===== config.mk =====
export PLATFORM = sky130hd
export DESIGN_NAME = quaternion_attitude_pid_flat
export DESIGN_NICKNAME = d
export VERILOG_FILES = /design/src/rtl/qap_pkg.sv /design/src/rtl/qap_if.sv /design/src/rtl/qap_queue.sv /design/src/rtl/qap_front.sv /design/src/rtl/qap_back.sv /design/src/rtl/quaternion_attitude_pid.sv /design/src/flat_wrapper.sv
export SDC_FILE = /design/constraint.sdc
export NUM_CORES = 2
export LEC_CHECK = 0
export BUFFER_PORTS_ARGS = -buffer_cell sky130_fd_sc_hd__buf_2
export CORE_UTILIZATION = 58
export CTS_BUF_LIST = sky130_fd_sc_hd__clkbuf_16
export CTS_CLUSTER_SIZE = 10
export DETAILED_ROUTE_END_ITERATION = 7
export PLACE_DENSITY = 0.78
export SETUP_SLACK_MARGIN = 0.02
export SYNTH_ARGS = -nofsm -noshare
export SYNTH_HDL_FRONTEND = slang
export SYNTH_SLANG_ARGS = --single-unit
export TNS_END_PERCENT = 20

===== constraint.sdc =====
create_clock -name clk_i -period 10.7 [get_ports clk_i]
set_input_delay 2.14 -clock clk_i [delete_from_list [all_inputs] [get_ports clk_i]]
set_output_delay 2.14 -clock clk_i [all_outputs]
set_load 0.02 [all_outputs]

===== src/rtl/qap_pkg.sv =====
// Shared types, constants and state encodings for the quaternion attitude PID block.
package qap_pkg;

  localparam int unsigned QAP_INT_BITS = 32;
  localparam int unsigned QAP_QDEPTH   = 2;
  localparam int unsigned QAP_HSUM_W   = 34;
  localparam int unsigned QAP_ERR_W    = 21;
  localparam int unsigned QAP_TRQ_W    = 24;

  // Subtract mask for the sixteen Hamilton terms, term k = row*4 + j,
  // row = w,x,y,z of the error, j = w,x,y,z of the measured quaternion.
  localparam logic [15:0] QAP_HAM_NEG    = 16'hAC60;
  localparam logic [15:0] QAP_PERIOD_RST = 16'd66;

  typedef enum logic [1:0] {
    CFG_X_GAINS = 2'd0,
    CFG_Y_GAINS = 2'd1,
    CFG_Z_GAINS = 2'd2,
    CFG_PERIOD  = 2'd3
  } qap_cfg_idx_e;

  typedef struct packed {
    logic signed [15:0] target_w;
    logic signed [15:0] target_x;
    logic signed [15:0] target_y;
    logic signed [15:0] target_z;
    logic signed [15:0] meas_w;
    logic signed [15:0] meas_x;
    logic signed [15:0] meas_y;
    logic signed [15:0] meas_z;
    logic signed [15:0] rate_x;
    logic signed [15:0] rate_y;
    logic signed [15:0] rate_z;
  } qap_in_t;

  typedef struct packed {
    logic signed [QAP_TRQ_W-1:0] torque_x;
    logic signed [QAP_TRQ_W-1:0] torque_y;
    logic signed [QAP_TRQ_W-1:0] torque_z;
    logic                        clipped;
  } qap_out_t;

  typedef struct packed {
    logic [15:0]        limit;
    logic signed [15:0] kd;
    logic signed [15:0] ki;
    logic signed [15:0] kp;
  } qap_gains_t;

  typedef struct packed {
    logic signed [QAP_ERR_W-1:0] err_x;
    logic signed [QAP_ERR_W-1:0] err_y;
    logic signed [QAP_ERR_W-1:0] err_z;
    logic signed [15:0]          rate_x;
    logic signed [15:0]          rate_y;
    logic signed [15:0]          rate_z;
  } qap_job_t;

  typedef enum logic [1:0] {
    F_IDLE,
    F_MUL,
    F_PUSH
  } qap_fstate_e;

  typedef enum logic {
    B_IDLE,
    B_RUN
  } qap_bstate_e;

  typedef enum logic [2:0] {
    ST_PERIOD,
    ST_CLAMP,
    ST_KI,
    ST_KD,
    ST_SUM
  } qap_step_e;

endpackage


===== src/rtl/qap_if.sv =====
// Handshake channels: input items, result items and configuration writes.
interface qap_in_if;
  import qap_pkg::*;
  logic    valid;
  logic    ready;
  qap_in_t data;
  modport source (output valid, output data, input ready);
  modport sink (input valid, input data, output ready);
endinterface

interface qap_out_if;
  import qap_pkg::*;
  logic     valid;
  logic     ready;
  qap_out_t data;
  modport source (output valid, output data, input ready);
  modport sink (input valid, input data, output ready);
endinterface

interface qap_cfg_if;
  import qap_pkg::*;
  logic         valid;
  logic         ready;
  qap_cfg_idx_e index;
  logic [63:0]  data;
  modport source (output valid, output index, output data, input ready);
  modport sink (input valid, input index, input data, output ready);
endinterface


===== src/rtl/qap_queue.sv =====
// Short queue of attitude-error items between the front and the back.
module qap_queue #(
  parameter int unsigned DEPTH = qap_pkg::QAP_QDEPTH
) (
  input  logic              clk_i,
  input  logic              rst_ni,
  input  logic              push_i,
  input  qap_pkg::qap_job_t data_i,
  input  logic              pop_i,
  output qap_pkg::qap_job_t data_o,
  output logic              full_o,
  output logic              empty_o
);
  import qap_pkg::*;

  localparam int unsigned PTR_W = (DEPTH > 1) ? $clog2(DEPTH) : 1;
  localparam int unsigned CNT_W = $clog2(DEPTH + 1);

  qap_job_t           mem_q [DEPTH];
  logic [PTR_W-1:0]   wr_q, wr_d;
  logic [PTR_W-1:0]   rd_q, rd_d;
  logic [CNT_W-1:0]   cnt_q, cnt_d;

  assign full_o  = (cnt_q == CNT_W'(DEPTH));
  assign empty_o = (cnt_q == '0);
  assign data_o  = mem_q[rd_q];

  always_comb begin
    wr_d  = wr_q;
    rd_d  = rd_q;
    cnt_d = cnt_q;
    if (push_i) begin
      wr_d = (wr_q == PTR_W'(DEPTH - 1)) ? '0 : wr_q + PTR_W'(1);
    end
    if (pop_i) begin
      rd_d = (rd_q == PTR_W'(DEPTH - 1)) ? '0 : rd_q + PTR_W'(1);
    end
    if (push_i && !pop_i) begin
      cnt_d = cnt_q + CNT_W'(1);
    end else if (pop_i && !push_i) begin
      cnt_d = cnt_q - CNT_W'(1);
    end
  end

  always_ff @(posedge clk_i or negedge rst_ni) begin
    if (!rst_ni) begin
      wr_q  <= '0;
      rd_q  <= '0;
      cnt_q <= '0;
    end else begin
      wr_q  <= wr_d;
      rd_q  <= rd_d;
      cnt_q <= cnt_d;
    end
  end

  always_ff @(posedge clk_i) begin
    if (push_i) begin
      mem_q[wr_q] <= data_i;
    end
  end

endmodule


===== src/rtl/qap_front.sv =====
// Front end: takes an item and forms the attitude error with one shared 16x16 multiplier.
module qap_front (
  input  logic              clk_i,
  input  logic              rst_ni,
  qap_in_if.sink            in_i,
  input  logic              full_i,
  output logic              push_o,
  output qap_pkg::qap_job_t job_o
);
  import qap_pkg::*;

  localparam int unsigned CNT_W = 5;
  localparam logic [CNT_W-1:0] CNT_LAST = CNT_W'(16);

  qap_fstate_e              state_q, state_d;
  logic [CNT_W-1:0]         cnt_q, cnt_d;
  qap_in_t                  item_q;
  logic signed [31:0]       prod_q;
  logic signed [QAP_HSUM_W-1:0] acc_q [4];

  logic signed [15:0]       mul_a;
  logic signed [15:0]       mul_t;
  logic [1:0]               t_sel;
  logic [3:0]               term;
  logic signed [QAP_HSUM_W-1:0] prod_ext;
  logic signed [QAP_ERR_W-1:0]  err [3];
  logic                     accept;

  assign accept = in_i.valid && in_i.ready;
  assign t_sel  = cnt_q[3:2] ^ cnt_q[1:0];
  // term just multiplied: the counter has moved on by one
  assign term     = cnt_q[3:0] - 4'd1;
  assign prod_ext = QAP_HSUM_W'(prod_q);

  always_comb begin
    unique case (cnt_q[1:0])
      2'd0:    mul_a = item_q.meas_w;
      2'd1:    mul_a = item_q.meas_x;
      2'd2:    mul_a = item_q.meas_y;
      default: mul_a = item_q.meas_z;
    endcase
    unique case (t_sel)
      2'd0:    mul_t = item_q.target_w;
      2'd1:    mul_t = item_q.target_x;
      2'd2:    mul_t = item_q.target_y;
      default: mul_t = item_q.target_z;
    endcase
  end

  // Take the shortest path: flip the vector part when the scalar part is negative.
  always_comb begin
    logic signed [QAP_HSUM_W-1:0] v;
    logic signed [QAP_HSUM_W-1:0] vr;
    for (int r = 0; r < 3; r++) begin
      v      = acc_q[0][QAP_HSUM_W-1] ? -acc_q[r+1] : acc_q[r+1];
      vr     = v + QAP_HSUM_W'(4096);
      err[r] = vr[QAP_HSUM_W-1:13];
    end
  end

  assign job_o.err_x  = err[0];
  assign job_o.err_y  = err[1];
  assign job_o.err_z  = err[2];
  assign job_o.rate_x = item_q.rate_x;
  assign job_o.rate_y = item_q.rate_y;
  assign job_o.rate_z = item_q.rate_z;

  // next state
  always_comb begin
    state_d = state_q;
    cnt_d   = cnt_q;
    unique case (state_q)
      F_IDLE: begin
        if (accept) begin
          state_d = F_MUL;
          cnt_d   = '0;
        end
      end
      F_MUL: begin
        cnt_d = cnt_q + CNT_W'(1);
        if (cnt_q == CNT_LAST) begin
          state_d = F_PUSH;
        end
      end
      F_PUSH: begin
        if (!full_i) begin
          state_d = F_IDLE;
        end
      end
      default: state_d = F_IDLE;
    endcase
  end

  // outputs
  always_comb begin
    in_i.ready = (state_q == F_IDLE);
    push_o     = (state_q == F_PUSH) && !full_i;
  end

  always_ff @(posedge clk_i or negedge rst_ni) begin
    if (!rst_ni) begin
      state_q <= F_IDLE;
      cnt_q   <= '0;
    end else begin
      state_q <= state_d;
      cnt_q   <= cnt_d;
    end
  end

  always_ff @(posedge clk_i) begin
    if (accept) begin
      item_q <= in_i.data;
      for (int r = 0; r < 4; r++) begin
        acc_q[r] <= '0;
      end
    end
    if (state_q == F_MUL) begin
      prod_q <= mul_a * mul_t;
      if (cnt_q != '0) begin
        if (QAP_HAM_NEG[term]) begin
          acc_q[term[3:2]] <= acc_q[term[3:2]] - prod_ext;
        end else begin
          acc_q[term[3:2]] <= acc_q[term[3:2]] + prod_ext;
        end
      end
    end
  end

endmodule


===== src/rtl/qap_back.sv =====
// Back end: per-axis integrator and PID torque through one shared multiplier.
module qap_back #(
  parameter int unsigned INT_BITS = qap_pkg::QAP_INT_BITS
) (
  input  logic                clk_i,
  input  logic                rst_ni,
  input  logic                empty_i,
  input  qap_pkg::qap_job_t   job_i,
  output logic                pop_o,
  input  qap_pkg::qap_gains_t gains_i [3],
  input  logic [15:0]         period_i,
  qap_out_if.source           out_o
);
  import qap_pkg::*;

  localparam int FRAC   = INT_BITS - 8;
  localparam int ACC_W  = INT_BITS + 1;
  localparam int P_W    = ACC_W + 17;
  localparam int T_W    = 38;
  localparam int SH_R   = (FRAC <= 30) ? 30 - FRAC : 0;
  localparam int SH_L   = (FRAC > 30) ? FRAC - 30 : 0;
  localparam int KI_SH  = FRAC - 14;
  localparam int LIM_SH = FRAC - 12;
  localparam logic signed [P_W-1:0] RND   = P_W'((2 ** SH_R) / 2);
  localparam logic signed [T_W-1:0] T_MAX = T_W'(8388607);
  localparam logic signed [T_W-1:0] T_MIN = -(T_W'(8388608));

  qap_bstate_e             state_q, state_d;
  qap_step_e               step_q, step_d;
  logic [1:0]              axis_q, axis_d;
  qap_job_t                job_q;
  logic signed [INT_BITS-1:0] integ_q [3];
  logic signed [ACC_W-1:0] acc_q;
  logic signed [P_W-1:0]   p_q;
  logic signed [T_W-1:0]   t_q;
  logic signed [QAP_TRQ_W-1:0] tq_q [2];
  logic                    clip_q;
  qap_out_t                out_q;
  logic                    out_valid_q;

  logic                    last, fin_ok, finish, stall;
  qap_gains_t              g;
  logic signed [QAP_ERR_W-1:0] err_sel;
  logic signed [15:0]      rate_sel;
  logic signed [16:0]      mul_a;
  logic signed [ACC_W-1:0] mul_b;
  logic signed [P_W-1:0]   mul_p;
  logic signed [P_W-1:0]   inc_p;
  logic signed [ACC_W-1:0] sum, lim_v, clamp;
  logic signed [T_W-1:0]   kd_term, t_fin, t_rnd;
  logic signed [QAP_TRQ_W-1:0] sat_now;
  logic                    clip_now;

  assign g = gains_i[axis_q];

  always_comb begin
    unique case (axis_q)
      2'd0: begin
        err_sel  = job_q.err_x;
        rate_sel = job_q.rate_x;
      end
      2'd1: begin
        err_sel  = job_q.err_y;
        rate_sel = job_q.rate_y;
      end
      default: begin
        err_sel  = job_q.err_z;
        rate_sel = job_q.rate_z;
      end
    endcase
  end

  always_comb begin
    unique case (step_q)
      ST_PERIOD: begin
        mul_a = $signed({1'b0, period_i});
        mul_b = ACC_W'(err_sel);
      end
      ST_CLAMP: begin
        mul_a = 17'(g.kp);
        mul_b = ACC_W'(err_sel);
      end
      ST_KI: begin
        mul_a = 17'(g.ki);
        mul_b = acc_q;
      end
      default: begin
        mul_a = 17'(g.kd);
        mul_b = ACC_W'(rate_sel);
      end
    endcase
  end

  assign mul_p = mul_a * mul_b;

  // Integrator step: round the increment to the integrator's fraction, then clamp.
  always_comb begin
    inc_p = ((p_q + RND) >>> SH_R) <<< SH_L;
    sum   = ACC_W'(integ_q[axis_q]) + ACC_W'(inc_p);
    lim_v = $signed(ACC_W'(g.limit) << LIM_SH);
    priority if (sum > lim_v) begin
      clamp = lim_v;
    end else if (sum < -lim_v) begin
      clamp = -lim_v;
    end else begin
      clamp = sum;
    end
  end

  // Torque: subtract the damping term, round to Q.15 and saturate.
  always_comb begin
    kd_term  = T_W'(p_q) <<< 4;
    t_fin    = t_q - kd_term;
    t_rnd    = (t_fin + T_W'(64)) >>> 7;
    clip_now = 1'b0;
    priority if (t_rnd > T_MAX) begin
      sat_now  = QAP_TRQ_W'(T_MAX);
      clip_now = 1'b1;
    end else if (t_rnd < T_MIN) begin
      sat_now  = QAP_TRQ_W'(T_MIN);
      clip_now = 1'b1;
    end else begin
      sat_now = QAP_TRQ_W'(t_rnd);
    end
  end

  // outputs
  always_comb begin
    pop_o       = (state_q == B_IDLE) && !empty_i;
    fin_ok      = !out_valid_q || out_o.ready;
    last        = (state_q == B_RUN) && (step_q == ST_SUM) && (axis_q == 2'd2);
    finish      = last && fin_ok;
    stall       = last && !fin_ok;
    out_o.valid = out_valid_q;
    out_o.data  = out_q;
  end

  // next state
  always_comb begin
    state_d = state_q;
    step_d  = step_q;
    axis_d  = axis_q;
    unique case (state_q)
      B_IDLE: begin
        if (!empty_i) begin
          state_d = B_RUN;
          step_d  = ST_PERIOD;
          axis_d  = 2'd0;
        end
      end
      B_RUN: begin
        if (finish) begin
          state_d = B_IDLE;
        end else if (!stall) begin
          unique case (step_q)
            ST_PERIOD: step_d = ST_CLAMP;
            ST_CLAMP:  step_d = ST_KI;
            ST_KI:     step_d = ST_KD;
            ST_KD:     step_d = ST_SUM;
            default: begin
              step_d = ST_PERIOD;
              axis_d = axis_q + 2'd1;
            end
          endcase
        end
      end
      default: state_d = B_IDLE;
    endcase
  end

  always_ff @(posedge clk_i or negedge rst_ni) begin
    if (!rst_ni) begin
      state_q     <= B_IDLE;
      step_q      <= ST_PERIOD;
      axis_q      <= 2'd0;
      out_valid_q <= 1'b0;
      for (int k = 0; k < 3; k++) begin
        integ_q[k] <= '0;
      end
    end else begin
      state_q <= state_d;
      step_q  <= step_d;
      axis_q  <= axis_d;
      if (finish) begin
        out_valid_q <= 1'b1;
      end else if (out_o.ready) begin
        out_valid_q <= 1'b0;
      end
      if (state_q == B_RUN && step_q == ST_CLAMP) begin
        integ_q[axis_q] <= clamp[INT_BITS-1:0];
      end
    end
  end

  always_ff @(posedge clk_i) begin
    if (pop_o) begin
      job_q  <= job_i;
      clip_q <= 1'b0;
    end
    if (state_q == B_RUN) begin
      unique case (step_q)
        ST_PERIOD: p_q <= mul_p;
        ST_CLAMP: begin
          acc_q <= clamp;
          p_q   <= mul_p;
        end
        ST_KI: begin
          t_q <= T_W'(p_q);
          p_q <= mul_p;
        end
        ST_KD: begin
          t_q <= t_q + T_W'(p_q >>> KI_SH);
          p_q <= mul_p;
        end
        default: begin
          if (!last) begin
            tq_q[axis_q[0]] <= sat_now;
            clip_q          <= clip_q | clip_now;
          end else if (finish) begin
            out_q.torque_x <= tq_q[0];
            out_q.torque_y <= tq_q[1];
            out_q.torque_z <= sat_now;
            out_q.clipped  <= clip_q | clip_now;
          end
        end
      endcase
    end
  end

endmodule


===== src/rtl/quaternion_attitude_pid.sv =====
// The front takes no new item until it has pushed the last one into the queue: its
// single 16x16 multiplier works through the sixteen Hamilton product terms in turn.
// The back handles one queued item at a time, axis by axis.
// Reset clears the integrators and gains, sets the sample period to 66 and
// empties the queue; the block is ready for items straight out of reset.
module quaternion_attitude_pid #(
  parameter int unsigned INTEGRATOR_BITS = qap_pkg::QAP_INT_BITS,
  parameter int unsigned QUEUE_DEPTH     = qap_pkg::QAP_QDEPTH
) (
  input  logic      clk_i,
  input  logic      rst_ni,
  qap_in_if.sink    in_i,
  qap_cfg_if.sink   cfg_i,
  qap_out_if.source out_o
);
  import qap_pkg::*;

  qap_gains_t  gains_q [3];
  logic [15:0] period_q;

  logic        push, pop, full, empty;
  qap_job_t    job_push, job_pop;

  assign cfg_i.ready = 1'b1;

  always_ff @(posedge clk_i or negedge rst_ni) begin
    if (!rst_ni) begin
      for (int k = 0; k < 3; k++) begin
        gains_q[k] <= '0;
      end
      period_q <= QAP_PERIOD_RST;
    end else if (cfg_i.valid) begin
      unique case (cfg_i.index)
        CFG_X_GAINS: gains_q[0] <= qap_gains_t'(cfg_i.data);
        CFG_Y_GAINS: gains_q[1] <= qap_gains_t'(cfg_i.data);
        CFG_Z_GAINS: gains_q[2] <= qap_gains_t'(cfg_i.data);
        CFG_PERIOD:  period_q   <= cfg_i.data[15:0];
        default:     period_q   <= period_q;
      endcase
    end
  end

  qap_front u_front (
    .clk_i  (clk_i),
    .rst_ni (rst_ni),
    .in_i   (in_i),
    .full_i (full),
    .push_o (push),
    .job_o  (job_push)
  );

  qap_queue #(
    .DEPTH (QUEUE_DEPTH)
  ) u_queue (
    .clk_i   (clk_i),
    .rst_ni  (rst_ni),
    .push_i  (push),
    .data_i  (job_push),
    .pop_i   (pop),
    .data_o  (job_pop),
    .full_o  (full),
    .empty_o (empty)
  );

  qap_back #(
    .INT_BITS (INTEGRATOR_BITS)
  ) u_back (
    .clk_i    (clk_i),
    .rst_ni   (rst_ni),
    .empty_i  (empty),
    .job_i    (job_pop),
    .pop_o    (pop),
    .gains_i  (gains_q),
    .period_i (period_q),
    .out_o    (out_o)
  );

endmodule


===== src/flat_wrapper.sv =====
// flat-port wrapper written by rule: the top's interface ports become plain ports
module quaternion_attitude_pid_flat import qap_pkg::*;
#(
  parameter int unsigned INTEGRATOR_BITS = qap_pkg::QAP_INT_BITS,
  parameter int unsigned QUEUE_DEPTH     = qap_pkg::QAP_QDEPTH
)
  (clk_i, rst_ni, in_i_valid, in_i_data, in_i_ready, cfg_i_valid, cfg_i_index, cfg_i_data, cfg_i_ready, out_o_valid, out_o_data, out_o_ready);
  qap_in_if in_i_i ();
  qap_cfg_if cfg_i_i ();
  qap_out_if out_o_i ();
  input  logic clk_i;
  input  logic rst_ni;
  input wire logic [$bits(in_i_i.valid)-1:0] in_i_valid;
  input wire logic [$bits(in_i_i.data)-1:0] in_i_data;
  output wire logic [$bits(in_i_i.ready)-1:0] in_i_ready;
  input wire logic [$bits(cfg_i_i.valid)-1:0] cfg_i_valid;
  input wire logic [$bits(cfg_i_i.index)-1:0] cfg_i_index;
  input wire logic [$bits(cfg_i_i.data)-1:0] cfg_i_data;
  output wire logic [$bits(cfg_i_i.ready)-1:0] cfg_i_ready;
  output wire logic [$bits(out_o_i.valid)-1:0] out_o_valid;
  output wire logic [$bits(out_o_i.data)-1:0] out_o_data;
  input wire logic [$bits(out_o_i.ready)-1:0] out_o_ready;
  assign in_i_i.valid = in_i_valid;
  assign in_i_i.data = in_i_data;
  assign in_i_ready = in_i_i.ready;
  assign cfg_i_i.valid = cfg_i_valid;
  assign cfg_i_i.index = cfg_i_index;
  assign cfg_i_i.data = cfg_i_data;
  assign cfg_i_ready = cfg_i_i.ready;
  assign out_o_valid = out_o_i.valid;
  assign out_o_data = out_o_i.data;
  assign out_o_i.ready = out_o_ready;
  quaternion_attitude_pid #(.INTEGRATOR_BITS(INTEGRATOR_BITS), .QUEUE_DEPTH(QUEUE_DEPTH)) u_core (.clk_i(clk_i), .rst_ni(rst_ni), .in_i(in_i_i), .cfg_i(cfg_i_i), .out_o(out_o_i));
endmodule

# After elaboration in Yosys (flattened, before gate mapping)
# Memory sizes are Yosys's and may differ from the RTL's. A register that Yosys moved wholly into a read port is not among the register bits.
# Index checks and enable logic that the tools add are counted.
# op_classes
n_eq_ne	24
n_mux	75
n_mul	2
bitwise	6
add_sub_neg	21
magnitude_cmp	7
reduce_logical	45
# op_table
operator	n
34-bit 2-to-1 mux	5
64-bit binary-select mux with 2-bit select	1
32-bit 2-to-1 mux	4
64-bit 2-to-1 mux	2
34-bit by 14-bit adder with 34-bit output, second input constant	3
34-bit negator	3
96-bit bitwise mux	1
16-bit one-hot mux with 3 select lines	2
38-bit one-hot mux with 2 select lines	1
33-bit one-hot mux with 2 select lines	1
32-bit binary-select mux with 2-bit select	1
32-bit demux with 2-bit select	1
17-bit one-hot mux with 3 select lines	1
17-bit by 33-bit multiplier with 48-bit output	1
24-bit 2-to-1 mux	2
21-bit one-hot mux with 2 select lines	1
39-bit by 7-bit adder with 39-bit output, second input constant	1
38-bit adder	1
38-bit by 8-bit adder with 38-bit output, second input constant	1
38-bit subtractor	1
34-bit by 32-bit adder with 34-bit output	1
34-bit OR reduction	1
34-bit by 32-bit subtractor with 34-bit output	1
32-bit by 33-bit adder with 33-bit output	1
other kinds (50)	142
# word_totals
romBits	16
wordCells	228
ram_bits	406
memories	4
ff_bits	675
# mem_list
memory	depth	word_bits	read_ports	rd_ports_with_merged_regs	write_ports	line	text
u_core.u_queue.mem_q	2	111	1	1	1	qap_queue.sv:19	qap_job_t mem_q [DEPTH];
u_core.u_front.acc_q	4	34	5	0	4	qap_front.sv:19	logic signed [QAP_HSUM_W-1:0] acc_q [4];
u_core.u_back.tq_q	2	24	2	2	1	qap_back.sv:36	logic signed [QAP_TRQ_W-1:0] tq_q [2];
(no name shown)	16	1	1	0	0	qap_front.sv:120	if (QAP_HAM_NEG[term]) begin

# Logic depth before layout (Yosys ltp)
# depth
depth_word	10
ltp_mapped	38

# Hierarchy
# A second synthesis with hierarchy kept.
# unflattened
cells_unflattened	8317
area_unflattened_um2	91308.8
# modules_own_cells
mod	cells_per_inst	area_per_inst_um2	seq_area_each_um2	instances
qap_back	4653	45083.2	13137.6	1
qap_front	2859	29389.4	10505.1	1
quaternion_attitude_pid	444	8620.8	5207.5	1
qap_queue	361	8215.4	6766.5	1

# Least setup slack after synthesis
# No wires, ideal clock.
# synth_path
path_type	register to register
start	reg u_core.u_back.axis_q[0]
end	reg u_core.u_back.p_q[46], data pin
synth_period_minus_slack_ps	10031
setup_ps	261
path_slack_ps	669
path_stages_with_launch	36
required_ps	10439
arrival_time_ps	9770
path_cell_list	dfrtp_1 > buf_2 > buf_1 > buf_2 > inv_1 > clkbuf_1 > clkbuf_1 > ha_1 > clkbuf_1 > clkbuf_1 > buf_1 > a22oi_1 > nand2_1 > a221oi_1 > nor2_1 > fa_1 > inv_1 > fa_1 > fa_1 > fa_1 > inv_1 > fa_1 > inv_1 > fa_1 > inv_1 > ha_1 > a21o_1 > a21oi_1 > nor2b_1 > o31ai_1 > o32ai_1 > o41a_1 > a21o_1 > o41ai_2 > o221ai_1 > a311o_1
# synth_between
elab_chain_len	6
word_cells_on_any_way	11
# synth_lines
element	line	text
start: declaration	qap_back.sv:30	logic [1:0] axis_q, axis_d;
start signal: assignment	qap_back.sv:183	axis_q <= axis_d;
2-bit NOT with 3-bit output (implied by the code)	qap_back.sv:54	assign g = gains_i[axis_q];
64-bit binary-select mux with 2-bit select	qap_back.sv:54	
64-bit 2-to-1 mux (implied by the code) (2 in a row)	qap_back.sv:54	
17-bit one-hot mux with 3 select lines	qap_back.sv:74	unique case (step_q)
17-bit by 33-bit multiplier with 48-bit output *	qap_back.sv:94	assign mul_p = mul_a * mul_b;
net u_core.u_back.mul_p[46]	qap_back.sv:47	logic signed [P_W-1:0] mul_p;
end signal: assignment	qap_back.sv:202	ST_PERIOD: p_q <= mul_p;
end signal: assignment	qap_back.sv:205	p_q <= mul_p;
end signal: assignment	qap_back.sv:209	p_q <= mul_p;
end: declaration	qap_back.sv:34	logic signed [P_W-1:0] p_q;
# The timed path passes the listed nets; every way through them passes the cells marked *. The select of a mux whose other input is x is not followed.
# A chain may end at the register's enable or synchronous reset.

# Final worst setup path
# Same ends and word-level chain as after synthesis.

==> run metrics <==
buffer cell driving the clock tree root=sky130_fd_sc_hd__clkbuf_16; relative max-transition margin=under 10%; maximum number of buffers from clock root to sink=3; path category of the worst min-delay check=register to register; pin slew with the least headroom to its limit=1.326 ns; Post CTS Setup Buffer Count=0; R2R depth=31; share of synthesized area occupied by flip-flops and latches=40.04%; CP arrival=roughly 10 ns; fraction of layout instances using a drive strength above 1=13.94%; maximum fanout along the worst path=25; area of the multi-input gates=a little under 50000 um2; clock tree from TritonCTS=yes; Clock Skew=roughly 0.059 ns; number of vias per cell after detailed routing=roughly 6.0; type of element launching the critical path=register; drt total wl=~240000 um; Highest Clock Rate=between 0.1 and 0.15 GHz; TritonCTS Sinks=1240; number of nets in the synthesized netlist=about 9500; RSZ-0062 raised after global routing=no; overall track demand over capacity in global routing=about a third; Synth async-reset ratio=between 20% and 30%; max_cap viols=0; total of buffers placed on input and output ports=between 300 and 400; status=finished clean; die area=roughly 150000 um2; post-synthesis to final-layout area growth=9.568%; GP Congestion=approximately 1; I/O Pins=323; Core Area=~150000 um2; worst hold path endpoint=out_o_data[69]$_DFFE_PP_; largest net degree at the start of global routing=between 100 and 150; detailed router's first-iteration violation count=~5600; post-layout minimum cycle time=~10 ns; starting utilization of the core area=roughly three fifths; count of cells along the worst hold path=0; FF+latch area=35630 um2; standard-cell rows=between 100 and 150; gate count after technology mapping=about 8100; critical path buffer and inverter count=8; first-pass GRT wire length=about 370000 um; count of different cell masters after synthesis=~100; warning count from the yosys run=0; Mapped Avg Cell Area=around 11 um2; Final TNS setup=0 ns; drt wl/cell=around 23 um; insertion delay to the later sink of the worst-skew pair=roughly 0.82 ns; category of the worst setup path capture point=register; count of hold-fix buffers inserted at cts=0; ranking of synthesized cells by area=sky130_fd_sc_hd__edfxtp_1 31%, sky130_fd_sc_hd__fa_1 18%, sky130_fd_sc_hd__dfrtp_1 9.0%, sky130_fd_sc_hd__ha_1 5.9%, sky130_fd_sc_hd__mux2_2 4.8%; Die Ht=approximately 390 um; width of the chip=a little under 400 um; residual antenna-violating net count after detailed routing=0; Final Cycle Share=just over 90%; category of the critical setup timing path=register to register; cell with the largest stage delay on the worst path=sky130_fd_sc_hd__dfrtp_4; proportion of netlist area held by the largest area contributor=a little under a third; Worst path max stage delay=0.65 ns; clock transition at the registers of the reported paths=around 0.05 ns; placed wire-length estimate after detailed placement=about 180000 um; endpoint of the most critical register-to-register path=u_core.u_back.p_q[46]$_DFFE_PP_; worst reg2reg path startpoint=u_core.u_back.axis_q[0]$_DFFE_PN0P_; internal reg-to-reg setup slack=about 0.73 ns; total clock buffers created by CTS=approximately 150; kind of cell adding the most delay to the critical path=compound AO/OA/AOI/OAI gates; number of antenna violations at the first check in global routing=17; global route total overflow=0; filler cell count=11620; via total after detailed routing=approximately 63000; Setup-failing EPs final=0; Cell Area, Synth=~90000 um2; dominant synthesized flop cell=sky130_fd_sc_hd__edfxtp_1; maximum level of the CTS H-tree=4; cell seen most often among critical-path stages=sky130_fd_sc_hd__fa_1; biggest area consumer among synthesized cells=sky130_fd_sc_hd__edfxtp_1; DRC violation count after routing=0; hold path startpoint=u_core.u_back.tq_q[0][20]$_DFFE_PP_; total count of max-transition violations in the final report=0; number of global-route vias before repair=~65000; register bit total from synthesis=1240; count of flip-flops with a built-in enable after synthesis=just over 900; final-stage net count=9782; CTS resizes=0; Required @ worst endpoint=roughly 11 ns; drt pass-1 iters=6; number of failing hold endpoints at the final stage=0
[sequential cells by signal, indices dropped and copies added (netlist names), 2 cells and up]
name	flops
u_core.u_back.tq_q	48
u_core.u_front.acc_q	136
u_core.u_back.acc_q	33
u_core.u_front.prod_q	32
u_core.u_back.integ_q	96
out_o_data	48
u_core.u_back.t_q	38
u_core.u_front.item_q	128
u_core.period_q	16
u_core.u_front.state_q	2
u_core.u_back.step_q	3
u_core.u_front.job_o	48
u_core.gains_q	192
u_core.u_back.axis_q	2
u_core.u_back.out_o.data	25
u_core.u_queue.cnt_q	2
u_core.u_back.job_q	111
u_core.u_front.cnt_q	5
u_core.u_back.p_q	48
u_core.u_queue.mem_q	222
[final cells by class]
class                           instances  area share (%)
Timing Repair Buffer                  458           2.778
Multi-Input combinational cell       5550           50.02
Inverter                              933           3.601
Sequential cell                      1240           36.55
Antenna cell                           14         0.03595
Tap cell                             2030           2.606
Clock buffer                          146           3.749
Clock inverter                         78          0.6522
[kinds of logic after synthesis]
| kind of cell | count (synthesis) | synth area share (%) |
|---|---|---|
| mux | 506 | 6.822 |
| fa+ha+maj | 1210 | 23.65 |
| buf+inv | 1263 | 5.371 |
| other cells | 1 | 0.004216 |
| xor+xnor | 393 | 3.870 |
| flops | 1240 | 40.04 |
| compound gates | 1273 | 9.433 |
| simple gates | 2167 | 10.81 |
[how the worst max path moves through the flow]
stage / end / depth (start not counted) / start
after CTS: u_core.u_back.p_q[46]$_DFFE_PP_ / 31 / u_core.u_back.axis_q[0]$_DFFE_PN0P_
final: u_core.u_back.p_q[46]$_DFFE_PP_ / 31 / u_core.u_back.axis_q[0]$_DFFE_PN0P_
after floorplan: u_core.u_back.p_q[46]$_DFFE_PP_ / 35 / u_core.u_back.axis_q[0]$_DFFE_PN0P_
after global routing: u_core.u_back.p_q[47]$_DFFE_PP_ / 33 / u_core.u_back.axis_q[0]$_DFFE_PN0P_
after detailed placement: u_core.u_back.p_q[46]$_DFFE_PP_ / 31 / u_core.u_back.axis_q[0]$_DFFE_PN0P_
after global placement: u_core.u_back.p_q[46]$_DFFE_PP_ / 31 / u_core.u_back.axis_q[0]$_DFFE_PN0P_
[cell usage in the layout (no fill, tap or decap), drive strengths merged, types with 259 or more instances in the layout]
cell      n
ha      419
buf     458
nand2   812
edfxtp  917
xnor2   290
fa      787
o21ai   312
inv     985
a21oi   259
dfrtp   320
nor2    763
mux2    379
[stage by stage]
step           std cells  util [%]  setup WS, ns  hold slack (ns)  cell area [um2]
2_1_floorplan       8053         -        0.6692           0.4003            88950
3_3_place_gp       10210     61.24         1.003           0.4005            93130
3_5_place_dp       10210     61.24        0.8930           0.4045            93130
4_1_cts            10440     64.06        0.7941           0.4115            97420
5_1_grt            10450     64.08        0.2184           0.4189            97450
6_report           10450     64.08        0.7314           0.4129            97460
[layer usage]
layer | part of all wire, % | track usage (%) | wire (um)
met4 | 6.5 | 18.01 | 15670
met1 | 38 | 38.58 | 91100
met5 | 0.0054 | 0 | 13
met2 | 48 | 52.14 | 116000
met3 | 7.7 | 5.857 | 18540
[cells in the mapped netlist, types with 27 or more instances]
cell / instances
sky130_fd_sc_hd__o21ai_1: 27
sky130_fd_sc_hd__inv_1: 929
sky130_fd_sc_hd__mux2i_1: 84
sky130_fd_sc_hd__nand3_1: 107
sky130_fd_sc_hd__fa_1: 787
sky130_fd_sc_hd__dfrtp_1: 320
sky130_fd_sc_hd__nand4_1: 34
sky130_fd_sc_hd__a221oi_1: 52
sky130_fd_sc_hd__xnor2_1: 290
sky130_fd_sc_hd__mux2_2: 377
sky130_fd_sc_hd__nor4_1: 29
sky130_fd_sc_hd__and3_1: 38
sky130_fd_sc_hd__nor2b_1: 42
sky130_fd_sc_hd__nor2_1: 763
sky130_fd_sc_hd__a21o_1: 116
sky130_fd_sc_hd__or3_1: 40
sky130_fd_sc_hd__o22ai_1: 28
sky130_fd_sc_hd__a22oi_1: 92
sky130_fd_sc_hd__o21ai_0: 285
sky130_fd_sc_hd__ha_1: 419
sky130_fd_sc_hd__nand2_1: 812
sky130_fd_sc_hd__o21bai_1: 28
sky130_fd_sc_hd__nor3_1: 68
sky130_fd_sc_hd__o31ai_1: 54
sky130_fd_sc_hd__a31oi_1: 56
sky130_fd_sc_hd__a21oi_1: 258
sky130_fd_sc_hd__and2_1: 44
sky130_fd_sc_hd__nand2b_1: 94
sky130_fd_sc_hd__mux4_2: 42
sky130_fd_sc_hd__clkbuf_1: 293
sky130_fd_sc_hd__edfxtp_1: 917
sky130_fd_sc_hd__xor2_1: 103
sky130_fd_sc_hd__a31o_2: 36
sky130_fd_sc_hd__o21a_1: 54
Power is left out: the tool's default activity adds up to more than one toggle a clock period on the data nets, which glitch-free logic cannot reach.
